<file path="src/design/glrc_pkg.sv">
package glrc_pkg;

    localparam int MAP_COLS       = 512;
    localparam int MAP_ROWS       = 512;
    localparam int TRIG_FRAC_BITS = 15;

    localparam int CELLS   = MAP_COLS * MAP_ROWS;
    localparam int ADDR_W  = $clog2(CELLS);
    localparam int POS_W   = 14;
    localparam int MAG_W   = TRIG_FRAC_BITS + 1;
    localparam int ACC_W   = MAG_W + 10;
    localparam int RANGE_W = 28;
    localparam int CFG_W   = 16;

    localparam logic [31:0] PI_Q30    = 32'd3373259426;
    localparam logic [30:0] ONE_Q30   = 31'h4000_0000;
    localparam logic [10:0] STEP_LIMIT = 11'd1024;

    typedef enum logic [2:0] {
        CFG_COLS  = 3'd0,
        CFG_ROWS  = 3'd1,
        CFG_NEG   = 3'd2,
        CFG_LEVEL = 3'd3,
        CFG_STEPS = 3'd4,
        CFG_CELL  = 3'd5
    } cfg_idx_t;

    typedef enum logic [3:0] {
        ST_IDLE,
        ST_T,
        ST_T2,
        ST_P,
        ST_DIV,
        ST_S,
        ST_MA,
        ST_MC,
        ST_RANGE,
        ST_DONE
    } state_t;

    typedef struct packed {
        logic        action;
        logic [8:0]  pos_col;
        logic [8:0]  pos_row;
        logic [7:0]  gray_level;
        logic [15:0] beam_angle;
    } in_item_t;

    typedef struct packed {
        logic               hit_found;
        logic [10:0]        hit_step;
        logic signed [27:0] range_q16;
    } out_item_t;

endpackage

</file>
<file path="src/design/glrc_mul.sv">
module glrc_mul import glrc_pkg::*; (
    input  logic        aclk,
    input  logic [31:0] op_a,
    input  logic [31:0] op_b,
    output logic [63:0] prod
);

    logic [63:0] prod_reg;

    always_ff @(posedge aclk) begin
        prod_reg <= 64'(op_a) * 64'(op_b);
    end

    assign prod = prod_reg;

endmodule

</file>
<file path="config.mk">
export PLATFORM = sky130hd
export DESIGN_NAME = glrc_mul
export DESIGN_NICKNAME = d
export VERILOG_FILES = /design/src/design/glrc_pkg.sv /design/src/design/glrc_mul.sv
export SDC_FILE = /design/constraint.sdc
export NUM_CORES = 2
export LEC_CHECK = 0
export BUFFER_PORTS_ARGS = -buffer_cell sky130_fd_sc_hd__buf_2
export CAP_MARGIN = 25
export CORE_UTILIZATION = 61
export CTS_CLUSTER_SIZE = 16
export DETAILED_ROUTE_END_ITERATION = 10
export PLACE_DENSITY_LB_ADDON = 0.2
export SYNTH_ARGS = -nofsm -noshare
export SYNTH_HDL_FRONTEND = slang
export SYNTH_SLANG_ARGS = --single-unit
</file>
<file path="constraint.sdc">
create_clock -name aclk -period 10.95 [get_ports aclk]
set_clock_uncertainty 0.05 [all_clocks]
set_input_delay 1.6425 -clock aclk [delete_from_list [all_inputs] [get_ports aclk]]
set_output_delay 1.6425 -clock aclk [all_outputs]
set_load 0.02 [all_outputs]
</file>
Word level (Yosys, flattened, before mapping). Index checks and enable logic that the tools add are counted.

Multipliers: 1.

Operator list (number): 32-bit by 32-bit multiplier with 64-bit output (1).

Logic and storage cells: 2. Input port bits: 65. Register bits after elaboration: 64. Output and inout bits: 64.

Logic depth before layout (Yosys ltp).
Word-level depth: 1. Depth in mapped cells: 29. Gate-level depth less buffers: 27.

Worst setup path before layout. Ideal clock, no wire load.

Kind: in2reg. Start: in op_a[25]. End: reg prod_reg[62], in the netlist prod[62]. Stages: 25. Slack: 2.505 ns. Data arrival time: 8.324 ns. Required time: 10.828 ns. Path through: clkbuf_1 nand2_1 fa_1 inv_1 fa_1 inv_1 fa_1 inv_1 fa_1 fa_1 fa_1 fa_1 inv_1 fa_1 inv_1 ha_1 buf_2 nand4_1 or4_1 or3_1 a31oi_1 a31o_2 a211oi_1 o21ai_1 xor2_1.

Cells in the longest elaborated chain, start to end: 1.

RTL lines: start, declared (line glrc_mul.sv:3) `input logic [31:0] op_a,`; 32-bit by 32-bit multiplier with 64-bit output (line glrc_mul.sv:11) `prod_reg <= 64'(op_a) * 64'(op_b);`; end signal, assigned (line glrc_mul.sv:11); end, declared (line glrc_mul.sv:8) `logic [63:0] prod_reg;`.

No other way between the ends.

Worst setup path in the final report.
Start: in op_a[19]. End: reg prod_reg[62], in the netlist prod[62].

Same word-level chain as after synthesis.

==> reports/summary.txt <==
cell mode on critical path -> fa_1
largest net degree at the start of global routing -> 33
CP arrival -> 9490 ps
Antenna Nets Post-Route -> 0
worst path required time -> 11180 ps
cts hold-fix bufs -> 0
clk slew on worst S/H paths -> 60 ps
Clock Tree Buf Depth -> 2
Worst Path Buf+Inv -> 6
Final Hold Fails -> 0
drt first pass iters -> 5
Main synth FF type -> dfxtp_1
vias per cell -> 5.59
area leader, netlist -> fa_1
Syn Std Cell Area -> 34700 um^2
FMAX -> 0.108 GHz
I/O Buffers -> 128
clock period minus worst slack -> 9260 ps
Post-Syn Nets -> 4972
final setup fails -> 0
status -> finished clean
Synth async-reset ratio -> 0%
Gate Count Post-Synth -> 3748
I/O pin cnt -> 129
Chip Height -> 240 um
overall routing resource usage -> 33.5%
Worst Setup End Kind -> register
nets -> 4899
initial drt markers -> 1541
final worst-path cycle share -> 84.6%
Core Region -> 56300 um^2
initial antenna violation count -> 1
RSZ-0062 raised after global routing -> no
area grow syn2layout -> 3.37%
row count -> 87
Min-Delay Path Class -> in -> reg
CTS tree -> yes
Mean Syn Cell Area -> 9.25 um^2
CP peak stage delay -> 590 ps
grt total ovfl -> 0
DR vias -> 24800
die area -> 57800 um^2
number of global-route vias before repair -> 27700
Yosys warnings -> 0
WL/cell -> 20.3 um
post-cts resize count -> 0
CP Max Fanout -> 32
Yosys cell types -> 57
Sink Count -> 64
count of state elements after synthesis -> 64
clk root buf -> clkbuf_16
Post-CTS Setup Bufs -> 0
commonest non-fill, non-tap cells in the layout -> 896 x fa_1, 865 x inv_1, 602 x and2_1
worst slew pin tran -> 827 ps
CP max stage cell -> buf_2
HPWL after DPL -> 71400 um
sequential area share after synthesis -> 3.69%
final wirelength -> 89900 um
number of max-cap violations -> 0
TritonCTS Buffers -> 9
CTS HTree Levels -> 3
type of origin of the critical path -> input port
final instance area -> 35800 um^2
Placer Congestion -> 0.922
Fin Setup TNS -> 0 ps
fin. max-slew vios -> 0
Yosys top cell area share -> 51.7%
CP cell instances -> buf_2 -> nand2_1 -> fa_1 -> inv_1 -> fa_1 -> inv_1 -> fa_1 -> inv_1 -> fa_1 -> fa_1 -> fa_1 -> fa_1 -> inv_1 -> fa_1 -> inv_1 -> ha_1 -> nand4_1 -> or4_1 -> or3_1 -> a31oi_1 -> a31o_2 -> a211oi_1 -> o21ai_1 -> xor2_1
initial core utilization -> 61.6%
max reg flops -> 64
DR DRC count -> 0
Worst slew margin -> 44.9%
die width -> 240 um
layout cells sized above 1 -> 4.59%
Synth area leaders -> fa_1 52%, and2_1 11%, ha_1 9.5%
dpl cell area -> 35500 um^2
first-pass GRT wire length -> 147000 um
Top Family by Delay on Critical Path -> adder cells
Setup CP Type -> in -> reg
commonest non-fill, non-tap cell in the layout -> fa_1
EDFF count, synth -> 0
==> kinds of logic after synthesis <==
family,count (synthesis),share of synthesized area [%]
adders and majority gates,1159,61.2
AOI/OAI and AO/OA,202,4.15
buffers and inverters,1085,11.8
xor gates and xnor gates,60,1.52
DFF,64,3.69
and+or+nand+nor,1177,17.6
muxes,1,0.0289
==> final timing paths <==
kind | start | endpoint | slack (ps) | cells after the start
setup / recovery | op_a[19] | prod[62] | 1690 | 24
hold / removal | op_b[0] | prod[0] | 1910 | 2
==> routing by layer <==
metal	GRT usage (%)	routed length (um)
met4	18.3	5590
met1	39.8	32700
met3	4.42	5310
met2	58.9	46300
met5	0	0
==> cells in the mapped netlist, drive strengths merged (4+ instances only) <==
cell,number
nor2,20
a21o,40
o31ai,5
inv,865
a21oi,66
clkbuf,213
and3,14
a31oi,12
xnor2,35
o21a,9
o21ai,26
a221oi,4
nand2,480
nor3,7
xor2,25
ha,263
a221o,4
o21bai,11
dfxtp,64
nand3,10
buf,7
and2,602
nand4,23
fa,896
==> layout make-up <==
type                            instances  area [um^2]
Multi-Input combinational cell       2599        29300
Fill cell                            4764        20400
Inverter                              865         3250
Sequential cell                        64         1280
Tap cell                              756          946
Timing Repair Buffer                  136          701
Clock buffer                           10          239
Clock inverter                          6          114
Antenna cell                            1         2.50
==> per-stage QoR <==
stage,util [%],hold WS [ps],setup slack (ps),cells
floorplan,-,1720,2500,3748
global placement,63.1,2010,1560,4420
detailed placement,63.1,2010,1420,4420
CTS,63.7,1890,1780,4436
global route,63.7,1910,1340,4437
finish,63.7,1910,1690,4437
Power is left out: the tool's default activity adds up to more than one toggle a clock period on the data nets, which glitch-free logic cannot reach.
