<file path="src/design/glrc_pkg.sv">
package glrc_pkg;

    localparam int MAP_COLS       = 512;
    localparam int MAP_ROWS       = 512;
    localparam int TRIG_FRAC_BITS = 15;

    localparam int CELLS   = MAP_COLS * MAP_ROWS;
    localparam int ADDR_W  = $clog2(CELLS);
    localparam int POS_W   = 14;
    localparam int MAG_W   = TRIG_FRAC_BITS + 1;
    localparam int ACC_W   = MAG_W + 10;
    localparam int RANGE_W = 28;
    localparam int CFG_W   = 16;

    localparam logic [31:0] PI_Q30    = 32'd3373259426;
    localparam logic [30:0] ONE_Q30   = 31'h4000_0000;
    localparam logic [10:0] STEP_LIMIT = 11'd1024;

    typedef enum logic [2:0] {
        CFG_COLS  = 3'd0,
        CFG_ROWS  = 3'd1,
        CFG_NEG   = 3'd2,
        CFG_LEVEL = 3'd3,
        CFG_STEPS = 3'd4,
        CFG_CELL  = 3'd5
    } cfg_idx_t;

    typedef enum logic [3:0] {
        ST_IDLE,
        ST_T,
        ST_T2,
        ST_P,
        ST_DIV,
        ST_S,
        ST_MA,
        ST_MC,
        ST_RANGE,
        ST_DONE
    } state_t;

    typedef struct packed {
        logic        action;
        logic [8:0]  pos_col;
        logic [8:0]  pos_row;
        logic [7:0]  gray_level;
        logic [15:0] beam_angle;
    } in_item_t;

    typedef struct packed {
        logic               hit_found;
        logic [10:0]        hit_step;
        logic signed [27:0] range_q16;
    } out_item_t;

endpackage

</file>
<file path="src/design/glrc_div.sv">
module glrc_div import glrc_pkg::*; (
    input  logic [2:0]  sel,
    input  logic [31:0] dividend,
    input  logic [63:0] prod,
    output logic [30:0] scaled,
    output logic [31:0] magic,
    output logic [30:0] quotient
);

    logic [2:0]  pre_sh;
    logic [5:0]  post_sh;
    logic [63:0] q_full;

    // series divisors 110, 72, 42, 20, 6: power-of-two factor shifted out,
    // odd factor by reciprocal multiply, exact for a 31-bit scaled dividend
    always_comb begin
        case (sel)
            3'd0: begin
                pre_sh  = 3'd1;
                magic   = 32'd2498890064;
                post_sh = 6'd37;
            end
            3'd1: begin
                pre_sh  = 3'd3;
                magic   = 32'd3817748708;
                post_sh = 6'd35;
            end
            3'd2: begin
                pre_sh  = 3'd1;
                magic   = 32'd3272356036;
                post_sh = 6'd36;
            end
            3'd3: begin
                pre_sh  = 3'd2;
                magic   = 32'd3435973837;
                post_sh = 6'd34;
            end
            default: begin
                pre_sh  = 3'd1;
                magic   = 32'd2863311531;
                post_sh = 6'd33;
            end
        endcase
    end

    assign scaled   = 31'(dividend >> pre_sh);
    assign q_full   = prod >> post_sh;
    assign quotient = q_full[30:0];

endmodule

</file>
<file path="config.mk">
export PLATFORM = sky130hd
export DESIGN_NAME = glrc_div
export DESIGN_NICKNAME = d
export VERILOG_FILES = /design/src/design/glrc_pkg.sv /design/src/design/glrc_div.sv
export SDC_FILE = /design/constraint.sdc
export NUM_CORES = 1
export LEC_CHECK = 0
export BUFFER_PORTS_ARGS = -buffer_cell sky130_fd_sc_hd__buf_4
export CAP_MARGIN = 20
export CORE_AREA = 2 2 74 76
export DETAILED_ROUTE_END_ITERATION = 8
export DIE_AREA = 0 0 76 78
export PLACE_DENSITY = 0.83
export SLEW_MARGIN = 5
export SYNTH_ARGS = -nofsm -noshare
export SYNTH_HDL_FRONTEND = slang
export SYNTH_SLANG_ARGS = --single-unit
</file>
<file path="constraint.sdc">
create_clock -name vclk -period 1.9
set_input_delay 0.38 -clock vclk [all_inputs]
set_output_delay 0.38 -clock vclk [all_outputs]
set_load 0.02 [all_outputs]
</file>
== Word-level counts from Yosys, hierarchy flattened ==
Index checks and enable logic that the tools add are counted.

* Input port bits: 99
* Register bits after elaboration: 0
* Logic and storage cells: 9
* Output and inout bits: 94

* Equal/unequal tests: 3
* Mux-type cells: 3
* Shifts and indexed selects: 2
* Reductions and logical operators: 1

{| class="wikitable"
|+ Operators with widths
! operator !! count
|-
| $pmux W31 S4 || 1
|-
| $shr A64 B6 Y31 || 1
|-
| $shr A32 B3 Y31 || 1
|-
| $pmux W3 S4 || 1
|-
| $eq A3 B2 Y1 const B || 2
|-
| $pmux W2 S2 || 1
|-
| $eq A3 B1 Y1 const B || 1
|-
| $logic_not A3 Y1 || 1
|}

== Depth between registers and ports, before layout ==
* Depth in word-level cells: 3
* Mapped depth: 6
* Gate-level depth less buffers: 3

== Worst setup path before layout ==
OpenSTA, ideal clock, no wires.

* Path type: input to output
* Start: input sel[1]
* End: output quotient[25]
* Path slack: -0.293 ns
* Path buffers: 2
* Stages: 5
* Required time: 1.520 ns
* Arrival: 1.813 ns
* Cells stage by stage: buf_2 buf_6 o21bai_1 nand2_1 a222oi_1

* Longest elaborated chain between the ends: 3
* Elaborated cells on any way between the ends: 6
* Those cells by class: 3 x eq/ne; 1 x shift; 1 x mux; 1 x reduce/logical

{| class="wikitable"
|+ RTL lines
! what !! RTL line !! RTL
|-
| start, declared || glrc_div.sv:2 || <nowiki>input logic [2:0] sel,</nowiki>
|-
| $eq A3 B2 Y1, or another cell as far along || glrc_div.sv:17 || <nowiki>case (sel)</nowiki>
|-
| $pmux W3 S4 (*) || glrc_div.sv:17 ||
|-
| $shr A64 B6 Y31 (*) || glrc_div.sv:47 || <nowiki>assign q_full = prod >> post_sh;</nowiki>
|-
| end, declared || glrc_div.sv:7 || <nowiki>output logic [30:0] quotient</nowiki>
|}

Every way passes the cells marked *; elsewhere a longest branch is shown, timed or not.

== Worst setup path in the final report ==
* Start: input sel[2]
* End: output quotient[20]

Same word-level chain as after synthesis.

==> impl_results.html <==
<table>
<tr><th>Metric</th><th>Value</th></tr>
<tr><th colspan="2">Logic synthesis</th></tr>
<tr><td>Library cell with the largest summed area after synthesis</td><td>sky130_fd_sc_hd__mux2i_1</td></tr>
<tr><td>Synth Area per Inst</td><td>6.741 um2</td></tr>
<tr><td>Number of nets produced by synthesis</td><td>375</td></tr>
<tr><td>Library cells used by synthesis</td><td>32</td></tr>
<tr><td>Post-synth top area share</td><td>32.28%</td></tr>
<tr><td>Ranking of synthesized cells by area</td><td>sky130_fd_sc_hd__mux2i_1 32%, sky130_fd_sc_hd__nand2_1 10%, sky130_fd_sc_hd__buf_4 9.3%</td></tr>
<tr><td>Cell area after synthesis</td><td>1861 um2</td></tr>
<tr><td>Post-synthesis instance total</td><td>276</td></tr>
<tr><td>Count of yosys warnings during synthesis</td><td>0</td></tr>
<tr><td>Sequential cell area fraction in the yosys report</td><td>0%</td></tr>
<tr><th colspan="2">Setup path</th></tr>
<tr><td>Type of element launching the critical path</td><td>input pin</td></tr>
<tr><td>Critical path required time</td><td>around 1500 ps</td></tr>
<tr><td>Worst path arrival time</td><td>1510 ps</td></tr>
<tr><td>Critical Setup Path Class</td><td>input pin to primary output</td></tr>
<tr><td>Capturing element type of the critical path</td><td>primary output</td></tr>
<tr><td>Crit-path max FO</td><td>7</td></tr>
<tr><th colspan="2">Place</th></tr>
<tr><td>Port Buffers</td><td>157</td></tr>
<tr><td>Weighted congestion at the end of routability-driven global placement</td><td>0.8260</td></tr>
<tr><td>Post-DP HPWL</td><td>5495 um</td></tr>
<tr><td>Worst slack at placement</td><td>-13.84 ps</td></tr>
<tr><th colspan="2">Power and ir drop</th></tr>
<tr><td>Internal Power</td><td>482.9 uW</td></tr>
<tr><td>Flop pwr share</td><td>0%</td></tr>
<tr><td>Switching power share of the total</td><td>53.03%</td></tr>
<tr><td>Static leakage</td><td>0.001741 uW</td></tr>
<tr><td>Gate power share</td><td>100.0%</td></tr>
<tr><td>Clock group share of total power</td><td>0%</td></tr>
<tr><td>Power per unit of standard cell area</td><td>324.8 nW/um2</td></tr>
<tr><td>Worst vdd rail ir drop</td><td>0.2125 mV</td></tr>
<tr><td>Switching Power</td><td>roughly 550 uW</td></tr>
<tr><th colspan="2">Cells and area</th></tr>
<tr><td>Total of clock buffers placed in the layout</td><td>0</td></tr>
<tr><td>Fraction of layout instances using a drive strength above 1</td><td>50.60%</td></tr>
<tr><td>Number of fillers in the final layout</td><td>452</td></tr>
<tr><td>Area growth from synthesis to layout</td><td>70.14%</td></tr>
<tr><td>Flip-flop and latch area</td><td>0 um2</td></tr>
<tr><td>ANT cells</td><td>0</td></tr>
<tr><td>Multi-input combinational cell area</td><td>1539 um2</td></tr>
<tr><td>Net count of the finished layout</td><td>around 520</td></tr>
<tr><td>Count of sequential standard cells</td><td>0</td></tr>
<tr><th colspan="2">Routing</th></tr>
<tr><td>First drt pass iteration count</td><td>6</td></tr>
<tr><td>Iter 0 DRT Violations</td><td>between 150 and 200</td></tr>
<tr><td>DRC violations left</td><td>0</td></tr>
<tr><td>Post-route ant nets</td><td>0</td></tr>
<tr><td>Via count</td><td>2585</td></tr>
<tr><td>Total Routed Length</td><td>7301 um</td></tr>
<tr><td>Post-DR vias/cell</td><td>5.330</td></tr>
<tr><td>Post-DR wirelength/cell</td><td>15.05 um</td></tr>
<tr><th colspan="2">STA</th></tr>
<tr><td>Fin Setup TNS</td><td>0 ps</td></tr>
<tr><td>Final min period</td><td>between 1500 and 2000 ps</td></tr>
<tr><td>Portion of the clock cycle consumed by the worst path in the final layout</td><td>between 90 and 100%</td></tr>
<tr><td>Maximum frequency from static timing analysis</td><td>527.8 MHz</td></tr>
<tr><td>Max Slew Vio Count</td><td>0</td></tr>
<tr><td>Setup violation total in the final timing report</td><td>0</td></tr>
<tr><td>Unrepaired setup endpoints after global routing</td><td>yes</td></tr>
<tr><td>Worst Hold Slack</td><td>1068 ps</td></tr>
<tr><td>Setup WS post-layout</td><td>5.405 ps</td></tr>
<tr><td>Hold Vio Cnt, Final</td><td>0</td></tr>
<tr><th colspan="2">Floorplanning</th></tr>
<tr><td>Standard-cell row count</td><td>26</td></tr>
<tr><td>Initial standard-cell utilization of the core</td><td>36.90%</td></tr>
<tr><td>Die Ht</td><td>78 um</td></tr>
<tr><td>Die width</td><td>76 um</td></tr>
<tr><td>Core Region</td><td>5042 um2</td></tr>
<tr><td>Io pins</td><td>approximately 190</td></tr>
<tr><td>Die Footprint</td><td>5928 um2</td></tr>
<tr><th colspan="2">Global routing</th></tr>
<tr><td>GRT Residual Overflow</td><td>0</td></tr>
<tr><td>Overall Global Routing Usage</td><td>21.86%</td></tr>
<tr><td>Wire length of the first global-routing pass</td><td>11320 um</td></tr>
<tr><td>Antenna violations before repair</td><td>0</td></tr>
<tr><td>Maximum number of pins on one net before global-route repair</td><td>44</td></tr>
<tr><td>Vias in the first global route</td><td>2505</td></tr>
<tr><th colspan="2">Job</th></tr>
<tr><td>Reported max-cap violation count</td><td>0</td></tr>
<tr><th colspan="2">Min path</th></tr>
<tr><td>Class of the most critical hold timing path</td><td>input pin to primary output</td></tr>
<tr><th colspan="2">Status</th></tr>
<tr><td>Run status</td><td>completed</td></tr>
</table>
## per-stage QoR
stage | util (%) | cells | cell area (um2) | power [uW]
floorplan | - | 276 | 1897 | 571.4
global placement | 59.80 | 475 | 3015 | 969.8
detailed placement | 59.80 | 475 | 3015 | 984.7
CTS | 60.40 | 479 | 3045 | 993.0
global route | 62.78 | 485 | 3166 | 1099
finish | 62.78 | 485 | 3166 | 1028
## power groups by stage
stage                     Clock [uW]  Sequential, uW  Combinational, uW
after floorplan                    0               0                571
after global placement             0               0                970
after detailed placement           0               0                985
after CTS                          0               0                993
after global routing               0               0               1100
final                              0               0               1030
## path summary, 6_finish.rpt
check / from / to / slack, ps / cells past startpoint
worst min-delay path: dividend[1] / scaled[0] / 1070 / 4
worst max-delay path: sel[2] / quotient[20] / 5 / 6
## critical path, stage by stage
cell	delay, ps
sky130_fd_sc_hd__buf_4	120
sky130_fd_sc_hd__nand2b_4	200
sky130_fd_sc_hd__buf_12	150
sky130_fd_sc_hd__mux2i_1	120
sky130_fd_sc_hd__a222oi_1	330
sky130_fd_sc_hd__buf_4	210
## layout by cell type, fill, tap and decap left out, types with 3 or more instances in the layout
master,n
sky130_fd_sc_hd__o22ai_1,6
sky130_fd_sc_hd__o21ai_0,24
sky130_fd_sc_hd__o221a_2,4
sky130_fd_sc_hd__o21ai_1,8
sky130_fd_sc_hd__nor2_1,4
sky130_fd_sc_hd__a222oi_1,10
sky130_fd_sc_hd__o221ai_1,4
sky130_fd_sc_hd__a21oi_1,10
sky130_fd_sc_hd__nand2_1,50
sky130_fd_sc_hd__mux2_2,8
sky130_fd_sc_hd__buf_12,3
sky130_fd_sc_hd__inv_1,12
sky130_fd_sc_hd__and2_1,3
sky130_fd_sc_hd__o211ai_1,3
sky130_fd_sc_hd__buf_4,179
sky130_fd_sc_hd__mux2i_1,59
## cells by family (layout without fill, tap and decap cells)
logic type	Yosys count	after routing	synth area share [%]
multiplexers	68	68	37.12
buffers and inverters	63	201	20.11
other	2	2	0.4036
AND/OR/NAND/NOR	67	68	15.27
AO/OA/AOI/OAI	76	76	27.10
## area by class of cell
type,count,area share (%)
Multi-Input combinational cell,214,48.62
Tap cell,70,2.767
Timing Repair Buffer,186,46.72
Inverter,15,1.897
## layer usage
layer | vias up | track usage [%] | part of all wire (%)
met2 | 118 | 42.50 | 51
li1 | 1263 | - | -
met5 | - | 0 | 0
met1 | 1204 | 25.07 | 40
met3 | 0 | 5.233 | 9.0
met4 | 0 | 1.818 | 0
## cell usage after synthesis, drive strengths merged
library cell   n
mux2           8
o22ai          7
a222oi        10
nand2         50
clkinv         1
conb           2
nor2           4
a221oi         1
o21bai         1
mux2i         60
nand3          2
o221ai         6
or3            1
buf           39
clkbuf         9
o21ai         32
o211ai         3
nand2b         4
a21oi         10
a31oi          1
o221a          4
or2            1
inv           14
nor2b          2
a211oi         1
and2           3
## timing repair
item | 4_1_cts | 5_1_grt
hold buffers | 0 | 0
setup endpoints to repair | 2 | 16
cloned | 0 | 2
hold endpoints to repair | 0 | 0
pin swaps | 0 | 1
setup buffers | 4 | 4
resized for setup | 0 | 15
Power figures use the tool's default switching activity.
